===== config.mk =====
export PLATFORM = sky130hd
export DESIGN_NAME = utf8_sanitize_truncate
export DESIGN_NICKNAME = d
export VERILOG_FILES = /design/src/design/u8st_pkg.sv /design/src/design/u8st_front.sv /design/src/design/u8st_queue.sv /design/src/design/u8st_back.sv /design/src/design/utf8_sanitize_truncate.sv
export SDC_FILE = /design/constraint.sdc
export NUM_CORES = 1
export LEC_CHECK = 0
export ABC_AREA = 1
export BUFFER_PORTS_ARGS = -buffer_cell sky130_fd_sc_hd__buf_2
export CAP_MARGIN = 25
export CORE_ASPECT_RATIO = 0.5
export CORE_MARGIN = 4
export CORE_UTILIZATION = 50
export CTS_BUF_LIST = sky130_fd_sc_hd__clkbuf_16
export CTS_CLUSTER_DIAMETER = 100
export DETAILED_ROUTE_END_ITERATION = 10
export PLACE_DENSITY_LB_ADDON = 0.2
export SYNTH_ARGS = -nofsm -noshare
export SYNTH_HDL_FRONTEND = slang
export SYNTH_HIERARCHICAL = 1
export SYNTH_SLANG_ARGS = --single-unit

===== constraint.sdc =====
create_clock -name clk -period 8.9 [get_ports clk]
set_input_delay 1.335 -clock clk [delete_from_list [all_inputs] [get_ports clk]]
set_output_delay 1.335 -clock clk [all_outputs]
set_load 0.02 [all_outputs]

===== src/design/u8st_pkg.sv =====
// ============================================================================
// u8st_pkg - shared types and constants for the utf-8 sanitizer
// Byte codes, lead byte decoding and the burst format passed between the
// front and back parts of the block.
// ============================================================================
package u8st_pkg;

    localparam int MAX_SEQUENCE = 4;
    localparam int PEND_DEPTH   = MAX_SEQUENCE - 1;
    localparam int BURST_BYTES  = MAX_SEQUENCE;
    localparam int QUEUE_DEPTH  = 4;

    localparam logic [7:0] CAP_RESET   = 8'd64;

    localparam logic [7:0] CHAR_SPACE  = 8'h20;
    localparam logic [7:0] CHAR_QMARK  = 8'h3f;
    localparam logic [7:0] CHAR_NUL    = 8'h00;

    localparam logic [7:0] LEAD2_LO    = 8'hc2;
    localparam logic [7:0] LEAD2_HI    = 8'hdf;
    localparam logic [7:0] LEAD3_LO    = 8'he0;
    localparam logic [7:0] LEAD3_HI    = 8'hef;
    localparam logic [7:0] LEAD4_LO    = 8'hf0;
    localparam logic [7:0] LEAD4_HI    = 8'hf4;
    localparam logic [7:0] LEAD_E0     = 8'he0;
    localparam logic [7:0] LEAD_ED     = 8'hed;
    localparam logic [7:0] LEAD_F0     = 8'hf0;
    localparam logic [7:0] LEAD_F4     = 8'hf4;
    localparam logic [7:0] CONT_A0     = 8'ha0;
    localparam logic [7:0] CONT_90     = 8'h90;
    localparam logic [1:0] CONT_TAG    = 2'b10;

    localparam logic [2:0] LEN_NONE    = 3'd0;
    localparam logic [2:0] LEN_TWO     = 3'd2;
    localparam logic [2:0] LEN_THREE   = 3'd3;
    localparam logic [2:0] LEN_FOUR    = 3'd4;

    // results of one input item: data bytes, then an optional terminator
    typedef struct packed {
        logic [BURST_BYTES-1:0][7:0] data;
        logic [2:0]                  count;
        logic                        term;
    } burst_t;

    typedef struct packed {
        logic full;
        logic empty;
    } q_status_t;

    function automatic logic [2:0] lead_len(input logic [7:0] b);
        logic [2:0] len;
        len = LEN_NONE;
        if (b >= LEAD2_LO && b <= LEAD2_HI)
            len = LEN_TWO;
        else if (b >= LEAD3_LO && b <= LEAD3_HI)
            len = LEN_THREE;
        else if (b >= LEAD4_LO && b <= LEAD4_HI)
            len = LEN_FOUR;
        return len;
    endfunction

endpackage


===== src/design/u8st_front.sv =====
// ============================================================================
// u8st_front - byte classifier and sequence tracker
// Takes one source byte per cycle unless the queue is full, tracks the open utf-8
// sequence and output budget, and pushes the bytes the item releases as one burst.
// ============================================================================
module u8st_front (
    input  logic              clk,
    input  logic              rst_n,
    input  logic              push,
    input  logic [7:0]        in_byte,
    input  logic              in_last,
    input  logic              cfg_write,
    input  logic [7:0]        cfg_data,
    input  u8st_pkg::q_status_t q_status,
    output logic              q_push,
    output u8st_pkg::burst_t  q_data
);
    import u8st_pkg::*;

    logic [7:0]                  cap_reg;
    logic [PEND_DEPTH-1:0][7:0]  pend_reg, pend_next;
    logic [1:0]                  pcnt_reg, pcnt_next;
    logic [2:0]                  elen_reg, elen_next;
    logic [7:0]                  wcnt_reg, wcnt_next;
    logic                        stopped_reg, stopped_next;

    logic       accept;
    logic [8:0] space;
    logic [2:0] avail;
    logic [2:0] b_len;
    logic       b_lead;
    logic [7:0] b_conv;
    logic       range_ok;
    logic       cont_ok;
    logic       complete;
    logic [2:0] qpre;
    logic [2:0] n_try;
    logic [2:0] emitted;
    logic       seq_mode;
    logic       start;

    assign accept = push && !q_status.full;

    // data bytes still allowed, saturated at one full sequence
    assign space = {1'b0, cap_reg} - {1'b0, wcnt_reg} - 9'd1;
    always_comb
    begin
        if (stopped_reg || cap_reg <= wcnt_reg)
            avail = 3'd0;
        else if (space > 9'd4)
            avail = 3'd4;
        else
            avail = space[2:0];
    end

    assign b_len  = lead_len(in_byte);
    assign b_lead = (b_len != LEN_NONE);
    assign b_conv = !in_byte[7] ? ((in_byte < CHAR_SPACE) ? CHAR_SPACE : in_byte)
                                : CHAR_QMARK;

    // overlong, surrogate and out-of-range checks on the second byte
    always_comb
    begin
        range_ok = 1'b1;
        if (elen_reg == LEN_THREE)
            range_ok = !((pend_reg[0] == LEAD_E0 && in_byte < CONT_A0) ||
                         (pend_reg[0] == LEAD_ED && in_byte >= CONT_A0));
        else if (elen_reg == LEN_FOUR)
            range_ok = !((pend_reg[0] == LEAD_F0 && in_byte < CONT_90) ||
                         (pend_reg[0] == LEAD_F4 && in_byte >= CONT_90));
    end

    assign cont_ok  = (in_byte[7:6] == CONT_TAG) && (pcnt_reg != 2'd1 || range_ok);
    assign complete = ({1'b0, pcnt_reg} + 3'd1) >= elen_reg;

    always_comb
    begin
        qpre         = 3'd0;
        n_try        = 3'd0;
        seq_mode     = 1'b0;
        start        = 1'b0;
        pend_next    = pend_reg;
        pcnt_next    = pcnt_reg;
        elen_next    = elen_reg;
        stopped_next = stopped_reg;

        if (pcnt_reg == 2'd0)
        begin
            if (b_lead)
            begin
                if (avail != 3'd0)
                begin
                    start = 1'b1;
                    n_try = {2'b00, in_last};
                end
            end
            else
                n_try = 3'd1;
        end
        else if (!cont_ok)
        begin
            // lead and buffered continuations become '?', then the byte is retried
            qpre      = {1'b0, pcnt_reg};
            pcnt_next = 2'd0;
            elen_next = LEN_NONE;
            if (b_lead)
            begin
                if (avail > {1'b0, pcnt_reg})
                begin
                    start = 1'b1;
                    n_try = {1'b0, pcnt_reg} + {2'b00, in_last};
                end
                else
                    n_try = {1'b0, pcnt_reg};
            end
            else
                n_try = {1'b0, pcnt_reg} + 3'd1;
        end
        else if (complete)
        begin
            pcnt_next = 2'd0;
            elen_next = LEN_NONE;
            if (avail >= elen_reg)
            begin
                seq_mode = 1'b1;
                n_try    = elen_reg;
            end
            else
                stopped_next = 1'b1;
        end
        else
        begin
            pend_next[pcnt_reg] = in_byte;
            pcnt_next           = pcnt_reg + 2'd1;
            // open sequence cut off by the end of the string
            n_try = in_last ? ({1'b0, pcnt_reg} + 3'd1) : 3'd0;
        end

        if (start)
        begin
            pend_next[0] = in_byte;
            pcnt_next    = 2'd1;
            elen_next    = b_len;
        end

        emitted   = (n_try < avail) ? n_try : avail;
        wcnt_next = wcnt_reg + {5'b00000, emitted};

        if (in_last)
        begin
            pcnt_next    = 2'd0;
            elen_next    = LEN_NONE;
            wcnt_next    = 8'd0;
            stopped_next = 1'b0;
        end
    end

    always_comb
    begin
        for (int i = 0; i < BURST_BYTES; i++)
            q_data.data[i] = (3'(i) < qpre) ? CHAR_QMARK : b_conv;
        if (seq_mode)
        begin
            q_data.data[0] = pend_reg[0];
            q_data.data[1] = (pcnt_reg > 2'd1) ? pend_reg[1] : in_byte;
            q_data.data[2] = (pcnt_reg > 2'd2) ? pend_reg[2] : in_byte;
            q_data.data[3] = in_byte;
        end
        q_data.count = emitted;
        q_data.term  = in_last;
    end

    assign q_push = accept && (emitted != 3'd0 || in_last);

    always_ff @(posedge clk or negedge rst_n)
    begin
        if (!rst_n)
        begin
            cap_reg     <= CAP_RESET;
            pcnt_reg    <= 2'd0;
            elen_reg    <= LEN_NONE;
            wcnt_reg    <= 8'd0;
            stopped_reg <= 1'b0;
        end
        else
        begin
            if (cfg_write)
                cap_reg <= cfg_data;
            if (accept)
            begin
                pcnt_reg    <= pcnt_next;
                elen_reg    <= elen_next;
                wcnt_reg    <= wcnt_next;
                stopped_reg <= stopped_next;
            end
        end
    end

    always_ff @(posedge clk)
    begin
        if (accept)
            pend_reg <= pend_next;
    end

endmodule


===== src/design/u8st_queue.sv =====
// ============================================================================
// u8st_queue - burst queue between front and back, a small circular buffer
// One burst is written per cycle unless full and one read unless empty.
// ============================================================================
module u8st_queue #(
    parameter int DEPTH = u8st_pkg::QUEUE_DEPTH
) (
    input  logic                clk,
    input  logic                rst_n,
    input  logic                wr_en,
    input  u8st_pkg::burst_t    wr_data,
    input  logic                rd_en,
    output u8st_pkg::burst_t    rd_data,
    output u8st_pkg::q_status_t status
);
    import u8st_pkg::*;

    localparam int PTR_W = $clog2(DEPTH);
    localparam int CNT_W = $clog2(DEPTH + 1);

    burst_t             mem_reg [DEPTH];
    logic [PTR_W-1:0]   wr_ptr_reg, wr_ptr_next;
    logic [PTR_W-1:0]   rd_ptr_reg, rd_ptr_next;
    logic [CNT_W-1:0]   cnt_reg, cnt_next;
    logic               do_wr;
    logic               do_rd;

    assign status.full  = (cnt_reg == CNT_W'(DEPTH));
    assign status.empty = (cnt_reg == '0);
    assign do_wr = wr_en && !status.full;
    assign do_rd = rd_en && !status.empty;
    assign rd_data = mem_reg[rd_ptr_reg];

    always_comb
    begin
        wr_ptr_next = wr_ptr_reg;
        rd_ptr_next = rd_ptr_reg;
        cnt_next    = cnt_reg;
        if (do_wr)
            wr_ptr_next = (wr_ptr_reg == PTR_W'(DEPTH - 1)) ? '0 : wr_ptr_reg + 1'b1;
        if (do_rd)
            rd_ptr_next = (rd_ptr_reg == PTR_W'(DEPTH - 1)) ? '0 : rd_ptr_reg + 1'b1;
        if (do_wr && !do_rd)
            cnt_next = cnt_reg + 1'b1;
        else if (do_rd && !do_wr)
            cnt_next = cnt_reg - 1'b1;
    end

    always_ff @(posedge clk or negedge rst_n)
    begin
        if (!rst_n)
        begin
            wr_ptr_reg <= '0;
            rd_ptr_reg <= '0;
            cnt_reg    <= '0;
        end
        else
        begin
            wr_ptr_reg <= wr_ptr_next;
            rd_ptr_reg <= rd_ptr_next;
            cnt_reg    <= cnt_next;
        end
    end

    always_ff @(posedge clk)
    begin
        if (do_wr)
            mem_reg[wr_ptr_reg] <= wr_data;
    end

endmodule


===== src/design/u8st_back.sv =====
// ============================================================================
// u8st_back - burst serializer
// Holds the burst at the head of the queue and hands out its bytes one per
// pop, the terminator last, loading the next burst as the current one ends.
// ============================================================================
module u8st_back (
    input  logic                clk,
    input  logic                rst_n,
    input  u8st_pkg::q_status_t q_status,
    input  u8st_pkg::burst_t    q_data,
    output logic                q_pop,
    input  logic                pop,
    output logic                empty,
    output logic [7:0]          out_byte,
    output logic                out_last
);
    import u8st_pkg::*;

    burst_t     cur_reg;
    logic [2:0] idx_reg, idx_next;
    logic       valid_reg, valid_next;
    logic [2:0] len;
    logic       take;
    logic       finish;

    assign len    = cur_reg.count + {2'b00, cur_reg.term};
    assign take   = valid_reg && pop;
    assign finish = take && (idx_reg + 3'd1 == len);
    assign q_pop  = (!valid_reg || finish) && !q_status.empty;

    always_comb
    begin
        valid_next = valid_reg;
        idx_next   = idx_reg;
        if (q_pop)
        begin
            valid_next = 1'b1;
            idx_next   = 3'd0;
        end
        else if (finish)
            valid_next = 1'b0;
        else if (take)
            idx_next = idx_reg + 3'd1;
    end

    assign empty    = !valid_reg;
    assign out_byte = (idx_reg < cur_reg.count) ? cur_reg.data[idx_reg[1:0]] : CHAR_NUL;
    assign out_last = (idx_reg == cur_reg.count);

    always_ff @(posedge clk or negedge rst_n)
    begin
        if (!rst_n)
        begin
            valid_reg <= 1'b0;
            idx_reg   <= 3'd0;
        end
        else
        begin
            valid_reg <= valid_next;
            idx_reg   <= idx_next;
        end
    end

    always_ff @(posedge clk)
    begin
        if (q_pop)
            cur_reg <= q_data;
    end

endmodule


===== src/design/utf8_sanitize_truncate.sv =====
// ============================================================================
// utf8_sanitize_truncate - bounded utf-8 sanitizing string copier
// Cleans a byte string and appends a terminating zero byte.
// ============================================================================
// One source byte is accepted per cycle while full is low. The front part
// decides in that cycle every byte the item releases (up to four data bytes
// plus the terminator on the final item) and writes them as one burst into a
// QUEUE_DEPTH-entry queue; the back part hands out one result per cycle while
// pop is high, so an item that releases n results needs n pops, and the
// sustained input rate is one item per cycle whenever pop stays high and the
// average result count per item stays at or below one. Control bytes become
// spaces, bad sequences have every byte replaced by '?', and output_capacity
// (write through cfg_write/cfg_data, reset 64) bounds the data bytes per string
// to capacity minus one. Write the capacity only while no item is in flight; a
// change between the items of one string takes effect at once.
// ============================================================================
module utf8_sanitize_truncate #(
    parameter int QUEUE_DEPTH = u8st_pkg::QUEUE_DEPTH
) (
    input  logic       clk,
    input  logic       rst_n,
    input  logic       push,
    output logic       full,
    input  logic [7:0] in_byte,
    input  logic       in_last,
    output logic       empty,
    input  logic       pop,
    output logic [7:0] out_byte,
    output logic       out_last,
    input  logic       cfg_write,
    input  logic [7:0] cfg_data
);
    import u8st_pkg::*;

    q_status_t q_stat;
    burst_t    q_wr_data;
    burst_t    q_rd_data;
    logic      q_push;
    logic      q_pop;

    u8st_front u_front (
        .clk      (clk),
        .rst_n    (rst_n),
        .push     (push),
        .in_byte  (in_byte),
        .in_last  (in_last),
        .cfg_write(cfg_write),
        .cfg_data (cfg_data),
        .q_status (q_stat),
        .q_push   (q_push),
        .q_data   (q_wr_data)
    );

    u8st_queue #(
        .DEPTH(QUEUE_DEPTH)
    ) u_queue (
        .clk    (clk),
        .rst_n  (rst_n),
        .wr_en  (q_push),
        .wr_data(q_wr_data),
        .rd_en  (q_pop),
        .rd_data(q_rd_data),
        .status (q_stat)
    );

    u8st_back u_back (
        .clk     (clk),
        .rst_n   (rst_n),
        .q_status(q_stat),
        .q_data  (q_rd_data),
        .q_pop   (q_pop),
        .pop     (pop),
        .empty   (empty),
        .out_byte(out_byte),
        .out_last(out_last)
    );

    assign full = q_stat.full;

    // data bytes are never control codes
    assert property (@(posedge clk) disable iff (!rst_n)
        !empty && !out_last |-> out_byte >= CHAR_SPACE)
        else $error("control byte on output");

    assert property (@(posedge clk) disable iff (!rst_n)
        !empty && out_last |-> out_byte == CHAR_NUL)
        else $error("terminator is not a zero byte");

    assert property (@(posedge clk) disable iff (!rst_n)
        q_push |-> !q_stat.full)
        else $error("burst written into a full queue");

endmodule

* Yosys cells after proc, flatten, opt, wreduce, memory -nomap -nowiden
Memories as Yosys holds them, arrays and structs flattened. A register that Yosys moved wholly into a read port is not among the register bits. Cells that the tools add are included.
Word-level totals: logic and storage cells 198, bits in registers 57, memories kept 1, memory bits (writable) 144, input bits 22
Memories:
- u_queue.mem_reg | words 4, bits a word 36, rd ports 1, clocked after memory_dff 1, wr ports 1, RTL line u8st_queue.sv:21 | burst_t mem_reg [DEPTH];
Cells by class: reductions and logical operators 48, mux-type cells 75, equality and inequality tests 20, $lt $le $gt $ge 27, add/sub/neg operators 12, bitwise operators 2
Operators with widths (number):
- $mux 8 | 15
- $mux 3 | 24
- $ge 8x8->1 const B | 5
- $eq 8x8->1 const B | 4
- $mux 32 | 1
- $bwmux 24 | 1
- $le 8x8->1 const B | 3
- $mux 1 | 23
- $logic_and 1x1->1 | 18
- $bmux 8 s2 | 1
- $demux 8 s2 | 1
- $lt 8x8->1 const B | 2
- $mux 2 | 8
- $reduce_bool 2->1 | 6
- $gt 9x3->1 const B | 1
- $reduce_bool 3->1 | 3
- $sub 8x8->9 | 1
- $sub 9x1->9 const B | 1
- $add 8x3->8 | 1
- $le 8x8->1 | 1
- $lt 8x6->1 const B | 1
- $ne 2x2->1 const B | 4
- $reduce_and 4->1 | 2
- $logic_not 1->1 | 7
- other kinds (30) | 50

* Longest topological paths before layout
word-level depth 20, depth in mapped cells 42, depth with buffers taken out 42

* By module
Netlist, hierarchy kept.
By module, submodules not included:
- u8st_queue | area an instance 6202.2 um2, instances 1, cells an instance 480
- u8st_front | area an instance 3661.0 um2, instances 1, cells an instance 495
- u8st_back | area an instance 1799.2 um2, instances 1, cells an instance 170

* Least setup slack after synthesis
No wires, ideal clock.
path kind reg-to-reg, start register u_front.wcnt_reg[0], end memory u_queue/mem_reg[0][0] (netlist name), enable pin, path buffers 0, library setup time 0.429 ns, setup slack 2.750 ns, cell stages (with the launch flop) 32, data arrival time 5.721 ns, cells stage by stage dfrtp_1 inv_1 ha_1 fa_1 xor2_1 o21ai_0 nand2_1 nor2_1 nand3b_1 nor3_2 inv_1 nor3_1 ha_1 inv_1 nor2_1 o21ai_0 nand2_4 a21oi_1 o21ai_1 nand2_1 nor2_2 ha_1 inv_1 nor2_1 nand2_2 nand2_2 nand2_2 nand2_2 nor2_1 nor2_1 nand2_1 nor2_1
RTL lines:
- start, declared | RTL line u8st_front.sv:24 | logic [7:0] wcnt_reg, wcnt_next;
- start signal, assigned | RTL line u8st_front.sv:193 | wcnt_reg <= wcnt_next;
- end, declared | RTL line u8st_queue.sv:21

==> summary by stage <==
Run status
The flow ran to the end, and the final reports show no timing, DRC or antenna violations.

Min path
The worst hold path cell count is 2. For hold timing, the worst endpoint is u_queue/cnt_reg[2]. The startpoint identified for the worst hold timing path is u_queue/cnt_reg[2]. The path class of the lowest-slack min-delay path is flop to flop.

Global routing
The total overflow reported by the global router is 0. The initial antenna violation count was 0. The global routing met1 resource utilization is 0.288. The met3 usage is 0.0273.

The first global-routing pass estimated 39.7 mm of wire. For met2 alone, demand over resource in global routing was 0.306. The most used routing layer in global routing is met2. For this run, the total global-route usage over all layers was measured as 0.193. The via count of the first global-routing pass is 7431. Entering global routing, the biggest net connects 93 pins.

Worst setup path
The worst setup path is launched from a flop. Data on the critical path arrives at its endpoint at 6540 ps. The capture point of the worst reg-to-reg path is u_queue/cnt_reg[2]. The classification of the worst setup path is flop to flop. For this run, the slowest stage of the critical path takes 460 ps.

The type of destination of the critical path is a flop. Of all nets on the critical path, the largest fanout is 7. Measured in cells, the most critical reg-to-reg path has a length of 39.

The minimum setup slack among reg-to-reg paths is 2750 ps. The slowest stage of the critical path is the nor3_1 cell. The data required time at the worst endpoint is 9290 ps. The cell family contributing the most delay on the critical path is simple AND/OR/NAND/NOR gates. Together, buffers and inverters on the worst path number 7. The startpoint of the most critical register-to-register path is u_front/wcnt_reg[0].

Clocking
The largest buffer count on any clock path is 3. The root buffer cell chosen for the clock tree is clkbuf_16. The clock-pin slew on the worst setup and hold paths is 60 ps. The post-CTS setup buffer count is 0. TritonCTS built the clock tree. The later pin in the worst-skew pair is clocked with a latency of 500 ps. Post-CTS repair changed the size of 0 cells. For this design, the CTS-stage hold fixing added 0 buffers.

CTS saw 237 sinks. The number of buffers created by CTS is 22. The total number of H-tree levels is 1.

Placement
The detailed placement HPWL is 17.6 mm. Port buffering added 32 buffers. The weighted congestion at the end of routability-driven global placement is 0.906. The post-place instance area is 0.0121 mm2.

Once placement completed, the tool counted placed cells totaling 1457.

Yosys
The number of instances in the synthesized netlist is 1145. Of the total synthesized cell area, the portion taken by full adders, half adders and majority gates is 0.0502. The share of synthesized area in the top cell type comes to 0.525. The count of distinct cell types in the synthesized netlist is 42.

Of the synthesized area, sequential elements account for 0.596. Of the total synthesized cell area, the portion taken by AND, OR, NAND and NOR gates is 0.164. The dominant cell type by area after synthesis is edfxtp_1. The mean instance size in the synthesized netlist is 10.2 um2.

The synthesized cell area is 0.0117 mm2. The number of warning messages in the yosys log is 6. By area the synthesized netlist is led by edfxtp_1 (53%), nand2_1 (8.3%), dfrtp_1 (6.9%).

The portion of netlist area occupied by mux cells is 0.00676. The largest family of logic cells by synthesized area is simple AND/OR/NAND/NOR gates. The synthesized design contains 237 register bits. The compound-cell area share of the yosys netlist was 0.0960. Of the total synthesized cell area, the portion taken by XOR and XNOR cells is 0.00375. The synthesized netlist net count is 1212.

Power
Summed over all cells, the static leakage comes to 5.28 nW. VDD sags by at most 0.177 mV. Summing internal, switching and leakage power gives 3.76 mW.

Power spread over the standard cell area amounts to 294 mW/mm2.

Run
The tool flagged a number of max-cap violations equal to 0.

Final layout
Of the cells placed in the final design, the portion with a size suffix greater than 1 is 0.102. For this run, the post-layout net count is 1241. The number of standard cells in the final layout excluding fillers is 1497. The finished cells cover 0.0128 mm2.

The antenna cell count is 0. The post-synthesis to final-layout area growth is 9.82%. The register with the most flip-flops in the layout has 144 of them.

Timing
The post-route clock skew is 15.9 ps. The final setup violation count is 0. The final period demand of the worst path is 6150 ps.

Headroom to the max-slew limit came out at 0.406. Hold timing on the final database bottoms out at a slack of 506 ps. The top achievable clock speed is 163 MHz. The transition time of the tightest slew-check pin is 890 ps. The share of the cycle needed by the critical path after routing is 0.691. The final-report max-slew violation count is 0.

The final number of hold-violating endpoints came to 0. Setup repair after global routing left no endpoint under its margin. The setup TNS is 0 ps.

Floorplanning
The die covers 0.0260 mm2. The die is 224 um wide. The number of I/O pins is 33. The number of rows created at floorplan is 39. The region available for standard cell placement spans 0.0229 mm2. The height of the die is 116 um. The initial cell density of the core is 0.510.

Drt
The final wirelength is 24.7 mm. For this run, design rule violations remaining after detail routing come to 0. Dividing the detail-routed wire length by the instance count gives 16.5 um. For this run, the detailed router's first-pass iteration total came to 9.

The detailed-route vias per instance is 5.28. In this run the remaining antenna-violating nets after routing total 0. The DRC violation total after the first TritonRoute iteration is 715. The count of vias placed by the detailed router is 7906.
worst reg2reg max path, delay by kind of cell (launching register included):
family / cells / cell delay [ps]
AOI/OAI and AO/OA: 3 / 590
adders and majority gates: 6 / 1840
buffers and inverters: 7 / 510
DFF: 1 / 390
and+or+nand+nor: 23 / 2710
how the worst max path moves through the flow:
stage | start | end | slack (ps) | cells past startpoint
2_1_floorplan | u_front/wcnt_reg[0] | u_queue/mem_reg[0][0] | 2750 | 31
3_3_place_gp | u_front/wcnt_reg[0] | u_queue/mem_reg[2][25] | 2820 | 31
3_5_place_dp | u_front/wcnt_reg[0] | u_queue/cnt_reg[2] | 2750 | 39
4_1_cts | u_front/wcnt_reg[0] | u_queue/cnt_reg[2] | 2730 | 39
5_1_grt | u_front/wcnt_reg[0] | u_queue/cnt_reg[2] | 2020 | 34
6_report | u_front/wcnt_reg[0] | u_queue/cnt_reg[2] | 2750 | 39
metal layers:
layer	up-vias	wire (um)	part of all wire
li1	3917	-	-
met1	3741	12100	0.49
met2	218	10700	0.43
met3	30	1560	0.063
met4	0	343	0.014
met5	-	0	0
kinds of logic (layout without fill, tap and decap cells):
kind of cell / count (synthesis) / after routing
buffers and inverters: 222 / 267
AOI/OAI and AO/OA: 178 / 178
and+or+nand+nor: 451 / 451
muxes: 7 / 7
adders and majority gates: 45 / 45
DFF: 237 / 237
xor gates and xnor gates: 5 / 5
area by class of cell:
cell class / instances / area [um2]
well taps: 307 / 384
multi-input cells: 686 / 3790
clock buffers: 22 / 551
inverters: 187 / 704
flip-flops and latches: 237 / 6960
repair buffers: 40 / 285
fillers: 1939 / 10100
clock inverters: 18 / 139
metrics by stage:
step	setup WS [ps]	util
after global placement	2820	0.525
after floorplan	2750	-
after detailed placement	2750	0.529
final	2750	0.560
after global routing	2020	0.560
after CTS	2730	0.560
synth_stat cells (all sizes together):
cell type,n
nand2,273
edfxtp,204
inv,187
nor2,100
o211ai,79
o21ai,57
nand3,50
ha,42
a21oi,32
dfrtp,32
buf,30
nor3,17
mux2,7
nand4,7
clkbuf,5
xor2,4
fa,3
a211oi,2
a22oi,2
nand3b,2
o22ai,2
a221oi,1
a31oi,1
a32oi,1
dfstp,1
nor3b,1
nor4,1
o21bai,1
xnor2,1
power by group:
part / total [mW] / switching (mW) / internal [mW]
Clock: 0.893 / 0.385 / 0.508
Sequential: 1.62 / 0.122 / 1.49
Combinational: 1.25 / 0.866 / 0.386
placed cells by master, fill, tap and decap left out, drive strengths merged, types with 2 or more instances in the layout:
cell / instances
a211oi: 2
a21oi: 32
a22oi: 2
buf: 40
bufinv: 2
clkbuf: 22
clkinv: 6
dfrtp: 32
edfxtp: 204
fa: 3
ha: 42
inv: 196
mux2: 7
nand2: 273
nand3: 50
nand3b: 2
nand4: 7
nor2: 100
nor3: 17
o211ai: 79
o21ai: 57
o22ai: 2
xor2: 4
Power figures use the tool's default switching activity.
